**config.mk**
```make
export PLATFORM = sky130hd
export DESIGN_NAME = command_line_tokenizer_flat
export DESIGN_NICKNAME = d
export VERILOG_FILES = /design/src/clt_pkg.sv /design/src/clt_if.sv /design/src/clt_decode.sv /design/src/clt_rsp_buf.sv /design/src/command_line_tokenizer.sv /design/src/flat_wrapper.sv
export SDC_FILE = /design/constraint.sdc
export NUM_CORES = 1
export LEC_CHECK = 0
export BUFFER_PORTS_ARGS = -buffer_cell sky130_fd_sc_hd__buf_4
export CAP_MARGIN = 5
export CORE_ASPECT_RATIO = 0.7
export CORE_UTILIZATION = 35
export CTS_CLUSTER_DIAMETER = 40
export CTS_CLUSTER_SIZE = 12
export DETAILED_ROUTE_END_ITERATION = 10
export MAX_ROUTING_LAYER = met4
export SETUP_SLACK_MARGIN = 0.1
export SYNTH_ARGS = -nofsm -noshare
export SYNTH_HDL_FRONTEND = slang
export SYNTH_SLANG_ARGS = --single-unit
export TNS_END_PERCENT = 5
```
**constraint.sdc**
```tcl
create_clock -name clock -period 8.1 [get_ports clock]
set_clock_uncertainty 0.15 [all_clocks]
set_input_delay 0.81 -clock clock [delete_from_list [all_inputs] [get_ports clock]]
set_output_delay 0.81 -clock clock [all_outputs]
set_load 0.02 [all_outputs]
```
**src/clt_pkg.sv**
```systemverilog
// Shared types, byte codes and event codes for the command line tokenizer.
// Depends on nothing; the decode, result register, top level and bench refer to it by scoped names.
package clt_pkg;

   // Most results one input word can produce
   localparam int MaxRes = 3;

   // Byte codes with a meaning of their own
   localparam logic [7:0] CH_BACKSLASH = 8'h5C;
   localparam logic [7:0] CH_PIPE      = 8'h7C;
   localparam logic [7:0] CH_DQUOTE    = 8'h22;
   localparam logic [7:0] CH_SQUOTE    = 8'h27;
   localparam logic [7:0] CH_SPACE     = 8'h20;
   localparam logic [7:0] CH_TAB       = 8'h09;
   localparam logic [7:0] CH_CR        = 8'h0D;

   // Event codes on the result channel
   localparam logic [2:0] EV_BYTE      = 3'd0;
   localparam logic [2:0] EV_WORD_END  = 3'd1;
   localparam logic [2:0] EV_PIPE      = 3'd2;
   localparam logic [2:0] EV_LINE_DONE = 3'd3;
   localparam logic [2:0] EV_QUOTE_ERR = 3'd4;

   // Quote modes
   localparam logic [1:0] QM_NONE   = 2'd0;
   localparam logic [1:0] QM_SINGLE = 2'd1;
   localparam logic [1:0] QM_DOUBLE = 2'd2;

   typedef struct packed {
      logic [1:0] quote_mode;
      logic       in_word;
      logic       escape_pending;
   } state_type;

   typedef struct packed {
      logic [2:0] event_res;
      logic [7:0] word_byte;
   } res_type;

   // Everything one input word produces
   typedef struct packed {
      logic [1:0]               cnt;
      res_type [MaxRes-1:0]     res;
      state_type                next_state;
   } dec_type;

endpackage

```
**src/clt_if.sv**
```systemverilog
// Valid/ready channel interfaces for the request and response words.
// Depends on nothing.
interface clt_req_if;
   logic       valid;
   logic       ready;
   logic [7:0] ch;
   logic       line_end;

   modport source (output valid, output ch, output line_end, input ready);
   modport sink   (input valid, input ch, input line_end, output ready);
endinterface

interface clt_rsp_if;
   logic       valid;
   logic       ready;
   logic [2:0] event_res;
   logic [7:0] word_byte;
   logic       last;

   modport source (output valid, output event_res, output word_byte, output last, input ready);
   modport sink   (input valid, input event_res, input word_byte, input last, output ready);
endinterface

```
**src/clt_decode.sv**
```systemverilog
// Per-byte decode: turns one byte plus tokenizer state into up to three
// results and the next state. Uses clt_pkg.
module clt_decode (
   input  logic [7:0]          ch,
   input  logic                line_end,
   input  clt_pkg::state_type  state,
   output clt_pkg::dec_type    dec
);

   always_comb begin
      logic [1:0]         n;
      logic [7:0]         closer;
      logic               is_space;
      clt_pkg::state_type st;

      n        = 2'd0;
      st       = state;
      is_space = (ch == clt_pkg::CH_SPACE) ||
                 ((ch >= clt_pkg::CH_TAB) && (ch <= clt_pkg::CH_CR));
      closer   = (state.quote_mode == clt_pkg::QM_SINGLE) ? clt_pkg::CH_SQUOTE
                                                          : clt_pkg::CH_DQUOTE;
      dec      = '0;

      // Classify the byte against the current state
      if (state.escape_pending) begin
         st.escape_pending = 1'b0;
         dec.res[n] = '{clt_pkg::EV_BYTE, ch};
         n = n + 2'd1;
         st.in_word = 1'b1;
      end else if (ch == clt_pkg::CH_BACKSLASH) begin
         st.escape_pending = 1'b1;
      end else if (state.quote_mode != clt_pkg::QM_NONE) begin
         if (ch == closer) begin
            dec.res[n] = '{clt_pkg::EV_WORD_END, 8'h00};
            n = n + 2'd1;
            st.quote_mode = clt_pkg::QM_NONE;
            st.in_word = 1'b0;
         end else begin
            dec.res[n] = '{clt_pkg::EV_BYTE, ch};
            n = n + 2'd1;
         end
      end else if (is_space) begin
         if (state.in_word) begin
            dec.res[n] = '{clt_pkg::EV_WORD_END, 8'h00};
            n = n + 2'd1;
         end
         st.in_word = 1'b0;
      end else if (ch == clt_pkg::CH_PIPE) begin
         if (state.in_word) begin
            dec.res[n] = '{clt_pkg::EV_WORD_END, 8'h00};
            n = n + 2'd1;
         end
         dec.res[n] = '{clt_pkg::EV_PIPE, 8'h00};
         n = n + 2'd1;
         st.in_word = 1'b0;
      end else if ((ch == clt_pkg::CH_SQUOTE) || (ch == clt_pkg::CH_DQUOTE)) begin
         if (state.in_word) begin
            dec.res[n] = '{clt_pkg::EV_WORD_END, 8'h00};
            n = n + 2'd1;
         end
         st.quote_mode = (ch == clt_pkg::CH_SQUOTE) ? clt_pkg::QM_SINGLE
                                                    : clt_pkg::QM_DOUBLE;
         st.in_word = 1'b1;
      end else begin
         dec.res[n] = '{clt_pkg::EV_BYTE, ch};
         n = n + 2'd1;
         st.in_word = 1'b1;
      end

      // Close the line on the final byte
      if (line_end) begin
         if (st.quote_mode != clt_pkg::QM_NONE) begin
            dec.res[n] = '{clt_pkg::EV_QUOTE_ERR, 8'h00};
            n = n + 2'd1;
         end else begin
            if (st.in_word) begin
               dec.res[n] = '{clt_pkg::EV_WORD_END, 8'h00};
               n = n + 2'd1;
            end
            dec.res[n] = '{clt_pkg::EV_LINE_DONE, 8'h00};
            n = n + 2'd1;
         end
         st = '0;
      end

      dec.cnt        = n;
      dec.next_state = st;
   end

endmodule

```
**src/clt_rsp_buf.sv**
```systemverilog
// Result register: holds the results of one byte and hands them out one
// word at a time. Uses clt_pkg and clt_rsp_if.
module clt_rsp_buf (
   input  logic                clock,
   input  logic                reset,
   input  logic                load,
   input  clt_pkg::dec_type    dec,
   output logic                buf_free,
   clt_rsp_if.source           rsp_chan
);

   logic [1:0]       cnt_ff, cnt_in;
   logic [1:0]       idx_ff, idx_in;
   clt_pkg::res_type res_ff [clt_pkg::MaxRes];
   clt_pkg::res_type cur;
   logic             take;

   assign rsp_chan.valid = (idx_ff != cnt_ff);
   assign take           = rsp_chan.valid && rsp_chan.ready;

   // Free when empty or the last held word leaves now
   assign buf_free = (idx_ff == cnt_ff) || (take && ((idx_ff + 2'd1) == cnt_ff));

   // Select the word at the read index
   always_comb begin
      unique case (idx_ff)
         2'd0:    cur = res_ff[0];
         2'd1:    cur = res_ff[1];
         2'd2:    cur = res_ff[2];
         default: cur = '0;
      endcase
   end

   assign rsp_chan.event_res = cur.event_res;
   assign rsp_chan.word_byte = cur.word_byte;
   assign rsp_chan.last      = ((idx_ff + 2'd1) == cnt_ff);

   // Load a new set or advance the read index
   always_comb begin
      cnt_in = cnt_ff;
      idx_in = idx_ff;
      if (load) begin
         cnt_in = dec.cnt;
         idx_in = 2'd0;
      end else if (take) begin
         idx_in = idx_ff + 2'd1;
      end
   end

   always_ff @(posedge clock) begin
      if (reset) begin
         cnt_ff <= 2'd0;
         idx_ff <= 2'd0;
      end else begin
         cnt_ff <= cnt_in;
         idx_ff <= idx_in;
      end
   end

   // Hold result payload
   always_ff @(posedge clock) begin
      if (load) begin
         res_ff[0] <= dec.res[0];
         res_ff[1] <= dec.res[1];
         res_ff[2] <= dec.res[2];
      end
   end

endmodule

```
**src/command_line_tokenizer.sv**
```systemverilog
// Command line tokenizer, top level. An accepted byte passes the input register,
// then the result register, which shows its first result; a full result register stalls it.
// Throughput: one byte per cycle while each byte gives at most one result and the
// receiver takes every result; a byte with more results holds the result register until all are taken.
// Reset (synchronous, active high) empties both registers and clears the
// quote, word and escape state. Uses clt_pkg, clt_if, clt_decode, clt_rsp_buf.
module command_line_tokenizer (
   input  logic       clock,
   input  logic       reset,
   clt_req_if.sink    req_chan,
   clt_rsp_if.source  rsp_chan
);

   logic               in_valid_ff, in_valid_in;
   logic [7:0]         ch_ff;
   logic               line_end_ff;
   clt_pkg::state_type state_ff, state_in;
   clt_pkg::dec_type   dec;
   logic               buf_free;
   logic               load;
   logic               req_take;

   // Move the held byte into the result register when it frees up
   assign load           = in_valid_ff && buf_free;
   assign req_chan.ready = !in_valid_ff || load;
   assign req_take       = req_chan.valid && req_chan.ready;

   assign in_valid_in = req_take || (in_valid_ff && !load);
   assign state_in    = load ? dec.next_state : state_ff;

   always_ff @(posedge clock) begin
      if (reset) begin
         in_valid_ff <= 1'b0;
         state_ff    <= '0;
      end else begin
         in_valid_ff <= in_valid_in;
         state_ff    <= state_in;
      end
   end

   // Hold the input word
   always_ff @(posedge clock) begin
      if (req_take) begin
         ch_ff       <= req_chan.ch;
         line_end_ff <= req_chan.line_end;
      end
   end

   clt_decode u_decode (
      .ch       (ch_ff),
      .line_end (line_end_ff),
      .state    (state_ff),
      .dec      (dec)
   );

   clt_rsp_buf u_rsp_buf (
      .clock    (clock),
      .reset    (reset),
      .load     (load),
      .dec      (dec),
      .buf_free (buf_free),
      .rsp_chan (rsp_chan)
   );

endmodule

```
**src/flat_wrapper.sv**
```systemverilog
// flat-port wrapper written by rule: the top's interface ports become plain ports
module command_line_tokenizer_flat 
  (clock, reset, req_chan_valid, req_chan_ch, req_chan_line_end, req_chan_ready, rsp_chan_valid, rsp_chan_event_res, rsp_chan_word_byte, rsp_chan_last, rsp_chan_ready);
  clt_req_if req_chan_i ();
  clt_rsp_if rsp_chan_i ();
  input  logic clock;
  input  logic reset;
  input wire logic [$bits(req_chan_i.valid)-1:0] req_chan_valid;
  input wire logic [$bits(req_chan_i.ch)-1:0] req_chan_ch;
  input wire logic [$bits(req_chan_i.line_end)-1:0] req_chan_line_end;
  output wire logic [$bits(req_chan_i.ready)-1:0] req_chan_ready;
  output wire logic [$bits(rsp_chan_i.valid)-1:0] rsp_chan_valid;
  output wire logic [$bits(rsp_chan_i.event_res)-1:0] rsp_chan_event_res;
  output wire logic [$bits(rsp_chan_i.word_byte)-1:0] rsp_chan_word_byte;
  output wire logic [$bits(rsp_chan_i.last)-1:0] rsp_chan_last;
  input wire logic [$bits(rsp_chan_i.ready)-1:0] rsp_chan_ready;
  assign req_chan_i.valid = req_chan_valid;
  assign req_chan_i.ch = req_chan_ch;
  assign req_chan_i.line_end = req_chan_line_end;
  assign req_chan_ready = req_chan_i.ready;
  assign rsp_chan_valid = rsp_chan_i.valid;
  assign rsp_chan_event_res = rsp_chan_i.event_res;
  assign rsp_chan_word_byte = rsp_chan_i.word_byte;
  assign rsp_chan_last = rsp_chan_i.last;
  assign rsp_chan_i.ready = rsp_chan_ready;
  command_line_tokenizer u_core (.clock(clock), .reset(reset), .req_chan(req_chan_i), .rsp_chan(rsp_chan_i));
endmodule
```
Word-level counts from Yosys, hierarchy flattened
Memories as Yosys holds them, arrays and structs flattened.
Index checks and enable logic that the tools add are counted.
{"block": "word_totals", "wordCells": 127, "ramBits": 33, "output_inout_bits": 14, "regBits": 18, "in_bits": 13, "mem_count": 1}
{"block": "op_classes", "reduce_logical": 20, "n_bitwise": 12, "n_addsub": 4, "eq_ne": 12, "muxes": 62, "order_cmp": 8}
{"memory": "u_core.u_rsp_buf.res_ff", "words": 3, "word_bits": 11, "read_ports": 3, "rd_clocked_by_memory_dff": 0, "wr": 3, "line": "clt_rsp_buf.sv:14", "source": "clt_pkg::res_type res_ff [clt_pkg::MaxRes];"}
{"op": "$mux W33", "count": 6}
{"op": "$mux W11", "count": 13}
{"op": "$not A30 Y30", "count": 3}
{"op": "$mux W22", "count": 4}
{"op": "$demux W11 S2", "count": 3}
{"op": "$and A30 B30 Y30", "count": 2}
{"op": "$mux W2", "count": 22}
{"op": "$pmux W11 S3", "count": 1}
{"op": "$and A10 B30 Y30", "count": 1}
{"op": "$and A27 B27 Y27", "count": 1}
{"op": "$not A27 Y27", "count": 1}
{"op": "$eq A8 B6 Y1 const B", "count": 3}
{"op": "$mux W9", "count": 2}
{"op": "$eq A8 B7 Y1 const B", "count": 2}
{"op": "$mux W3", "count": 4}
{"op": "$logic_and A1 B1 Y1", "count": 9}
{"op": "$lt A2 B3 Y1 const B", "count": 3}
{"op": "$add A2 B1 Y2 const B", "count": 4}
{"op": "$eq A8 B6 Y1", "count": 1}
{"op": "$ge A8 B4 Y1 const B", "count": 1}
{"op": "$le A8 B4 Y1 const B", "count": 1}
{"op": "$ge A2 B1 Y1 const B", "count": 3}
{"op": "$mux W1", "count": 6}
{"op": "$or A3 B3 Y3", "count": 2}
{"op": "12 further kinds", "count": 20}

Logic depth before layout (Yosys ltp)
{"block": "depth", "word_depth": 25, "depth_mapped": 13, "depth_no_buf": 12}

Cells and area by module
Synthesis repeated with hierarchy kept, for this count alone.
{"block": "unflattened", "hier_cells": 262, "hier_area_um2": 2889.0}
{"module": "clt_rsp_buf", "cells_each": 90, "instances": 1, "area_each_um2": 1458.9}
{"module": "clt_decode", "cells_each": 139, "instances": 1, "area_each_um2": 920.9}
{"module": "command_line_tokenizer", "cells_each": 33, "instances": 1, "area_each_um2": 509.2}

Least setup slack after synthesis
Ideal clock, no wire load.
{"block": "synth_path", "path_type": "register to register", "startpoint": "reg u_core.ch_ff[0]", "endpoint": "mem u_core.u_rsp_buf.res_ff[0][0] in the netlist's numbering, data pin", "stages_incl_launch_ff": 13, "required_ps": 7817, "path_slack_ps": 5147, "setup_time_ps": 133, "path_buffers": 1, "synth_period_minus_slack_ps": 2953, "t_arrival_ps": 2670, "cell_sequence": "edfxtp_1 > buf_6 > o21ba_2 > a22oi_1 > a211o_1 > a2bb2oi_1 > nor2_2 > ha_1 > a21oi_1 > ha_1 > and3_1 > a311oi_2 > and3_1"}
{"item": "start, declared", "line": "command_line_tokenizer.sv:15", "source": "logic [7:0] ch_ff;"}
{"item": "start signal, assigned", "line": "command_line_tokenizer.sv:44", "source": "ch_ff <= req_chan.ch;"}
{"item": "end, declared", "line": "clt_rsp_buf.sv:14"}

==> results.md <==
- Gates resized during post-CTS repair numbered 0.
- STA classifies the critical path endpoint as a flip-flop.
- The overall power after layout is 0.728 mW.
- The share of the synthesized area in compound gates (AO/OA/AOI/OAI) is 18.2%.
- The via count of the first global-routing pass is about 1.3k.
- The area of the core region is 0.00578 sq mm.
- TritonCTS created 5 clock buffers.
- The net count after synthesis is 231.
- Once the clock tree was built, the setup fixing pass inserted 0 buffers.
- Internal power comes to 0.445 mW.
- The max-slew violation total from the final report is 0.
- The worst hold path begins at u_core.in_valid_ff.
- The first global-routing pass estimated 6810 um of wire.
- Compared with the post-synthesis result, the final layout area differs by 15.8%.
- The reg-to-reg critical path startpoint is u_core.ch_ff[2].
- In this run the worst path has a maximum fanout of 15.
- The part of the total power dissipated in the clock network is 16.8%.
- The clock period minus worst slack is 3400 ps.
- The count of input and output buffers is 26.
- Of all flip-flops after synthesis, the portion carrying an async set or reset was 0%.
- STA classifies the critical path startpoint as a flip-flop.
- The length of routed met3 wiring is 258 um.
- The count of inserted antenna diode cells is 0.
- Among all cell types in the netlist, the one instantiated most often is edfxtp_1.
- The cell area after placement is 0.00237 sq mm.
- The instance count of the mapped netlist is between 200 and 250.
- The portion of synthesized cell area occupied by the leading cell type is 36.9%.
- The critical path startpoint is u_core.ch_ff[2].
- The total clock sinks is 35.
- The global-route usage over all layers is 14.7%.
- Measured against the total synthesized area, the mux share comes to 2.48%.
- The detailed-routing wirelength on met1 is around 2400 um.
- After layout, the worst setup slack is 4700 ps.
- The number of flops mapped to enable cells by yosys is 26.
- At the worst endpoint, the arrival time is between 3000 and 4000 ps.
- VDD sags by at most about 100 uV.
- The remaining global-route overflow is 0.
- Dividing the detail-routed wire length by the instance count gives 13.5 um.
- By area, the combinational part of the netlist is dominated by simple AND/OR/NAND/NOR gates.
- For the worst setup path, the data required time is 8100 ps.
- The later pin in the worst-skew pair is clocked with a latency of 290 ps.
- The die is ~67 um tall.
- The number of failing hold endpoints at the final stage is 0.
- For this run, the number of Yosys warnings is 0.
- The net count of the finished layout is 257.
- The final count of negative-setup-slack endpoints is 0.
- The root buffer selected by CTS is clkbuf_8.
- The wire length reported by the detailed router is ~4200 um.
- After detailed routing, no signal wire sits above met4.
- The clock tree synthesis step divided the H-tree into 2 levels.
- For this design the static power due to leakage is 0.972 nW.
- The run finished with clean final reports.
- The final core area utilization is a little over two fifths.
- The effective utilization at floorplan is between 30% and 40%.
- Ranked by instance count, the synthesized netlist is headed by 26 x edfxtp_1, 17 x nor2_1, 13 x nand2_1.
- In the synthesized netlist the dominant register cell turns out to be edfxtp_1.
- Of the total power, the share spent switching nets is 38.8%.
- Max-cap violations in this run came to 0.
- By area the synthesized netlist is led by edfxtp_1 37%, dfxtp_1 8.5%, ha_1 5.9%, and2_1 3.5%, nor2_1 3.0%.
- The adder and majority cell fraction of the synthesized area is between 5 and 6%.
- The clock tree from TritonCTS is yes.
- The routed wire length on met2 is 1550 um.
- The analysis attributes to net switching a power of 0.282 mW.
- The post-synth design cell area is 0.00212 sq mm.
- The vias per cell is 5.25.
- The path class of the lowest-slack min-delay path is flip-flop to flip-flop.
- The setup path with the least slack is of type flip-flop to flip-flop.
- The number of distinct standard cells referenced by the synthesized netlist is 57.
- With fillers left out, the area of the finished cells amounts to 0.00245 sq mm.
- The final sum of negative setup slack is 0 ps.
- The quantity of hold-fixing buffers added after cts is 0.
- The largest total area in the synthesized netlist belongs to edfxtp_1.
- For this design the ratio of total power to cell area is 297 mW/mm^2.
- The first routing iteration left 144 violations.
- The number of antenna violations at the first check in global routing is 0.
- Each instance of the synthesized netlist takes up on average 10.2 sq um.
- Setup repair after global routing left no endpoint under its margin.
- The minimum setup slack after placement is between 4000 and 5000 ps.
- Based on the critical path, the design can be clocked at up to 0.294 GHz.
- The weighted congestion reported at the end of routability-driven placement is approximately 0.9.
- The area enclosed by the die boundary is 0.00637 sq mm.
- Measured against its own limit, the worst slew margin works out to between 30 and 40%.
- The synthesized design contains 35 register bits.
- Summing the areas of all xor and xnor instances in the mapped netlist gives 2.07% of the synthesized area.
- The sequential-to-total area share from yosys stat is 45.4%.
- For this run, the detailed router's first-pass iteration total came to 4.
- Pin placement for this block handled 27 I/O pins.
- For this run, design rule violations remaining after detail routing come to 0.
- The die span in x is 95.0 um.
- Entering global routing, the biggest net connects 25 pins.
- The measured slew at the worst slew-check pin is 918 ps.
- In the final layout, the share of cells above drive strength 1 is 19.1%.
- The share of the clock period used by the worst path after layout is 41.9%.
- The placement row count is 23.
- Counting along the longest clock path gives a buffer depth of 2.
- For this block, the via count after detailed routing is 1,628.
- After clock tree synthesis, the clock-pin slew on the worst setup and hold paths is 70 ps.
- The simple logic cell fraction of the synthesized area is 22.3%.
- The half-perimeter wire length after detailed placement is between 3000 and 4000 um.
- The antenna violation net count after detailed routing is 0.
- Combinational logic burns ~44% of the power.
- Of the total power, registers draw 39.1%.
[layout by cell type, fill, tap and decap left out, types with 2 or more instances in the layout]
cell type	instances
a211oi_1	2
a21oi_1	11
a222oi_1	3
a22oi_1	4
a32oi_1	2
and2_1	12
and3_1	10
and3b_1	2
and4b_1	3
buf_4	26
clkbuf_8	5
dfxtp_1	9
edfxtp_1	26
ha_1	10
inv_1	8
mux2_2	2
mux2i_1	3
nand2_1	13
nand2b_1	2
nand3_1	5
nand4_1	2
nor2_1	17
nor2b_1	6
nor3_1	4
nor3b_1	3
o211ai_1	4
o21ai_0	7
o21ba_2	2
xnor2_1	3
xor2_1	2
[power by group through the flow]
stage | Sequential (mW) | Clock [mW] | Combinational (mW)
CTS | 0.284 | 0.127 | 0.325
floorplan | 0.272 | 0 | 0.228
detailed placement | 0.288 | 0 | 0.325
global placement | 0.288 | 0 | 0.323
global route | 0.290 | 0.135 | 0.355
finish | 0.284 | 0.122 | 0.321
[layer usage]
metal | up-vias | GRT usage [%]
li1 | 836 | -
met1 | 736 | 23.3
met2 | 52 | 17.2
met3 | 4 | 3.42
met4 | 0 | 5.11
met5 | - | -
[cells by family (layout without fill, tap and decap cells)]
group | Yosys count | after routing
AO/OA/AOI/OAI | 51 | 51
XOR/XNOR | 5 | 5
buffers and inverters | 17 | 44
multiplexers | 5 | 5
flip-flops | 35 | 35
AND/OR/NAND/NOR | 85 | 85
adder cells (fa/ha/maj) | 10 | 10
[final cells by class]
class                           instances  area, sq um
Fill cell                             587         3330
Multi-Input combinational cell        156         1080
Sequential cell                        35          961
Timing Repair Buffer                   26          195
Tap cell                               75         93.8
Clock buffer                            6         72.6
Inverter                               10         37.5
Clock inverter                          2         12.5
[metrics by stage]
step                      hold WS (ps)  cells
after global routing               412    310
after global placement             373    302
final                              380    310
after CTS                          394    310
after detailed placement           383    302
after floorplan                    368    208
[critical path, cell delays in order (launching register included)]
cell,delay [ps]
edfxtp_1,580
and4b_1,280
o21ai_0,270
a211o_1,200
a2bb2oi_1,280
nor2_2,110
ha_1,330
a21oi_1,100
ha_1,220
and3_1,200
a311oi_2,330
and3_1,220
[registers in the layout, summed over array words and instances, names as in the netlist]
register / cells
u_core.state_ff: 4
u_core.u_rsp_buf.cnt_ff: 2
u_core.in_valid_ff: 1
u_core.u_rsp_buf.res_ff: 17
u_core.u_rsp_buf.idx_ff: 2
u_core.line_end_ff: 1
u_core.ch_ff: 8
[final timing paths]
kind	end	slack, ps	cells after the start
worst max-delay path	u_core.u_rsp_buf.res_ff[0][1]	4700	11
worst min-delay path	u_core.in_valid_ff	380	2
worst max register to register	u_core.u_rsp_buf.res_ff[0][1]	4700	11
worst min register to register	u_core.in_valid_ff	380	2
No activity file was read; power rests on OpenSTA's default activity.
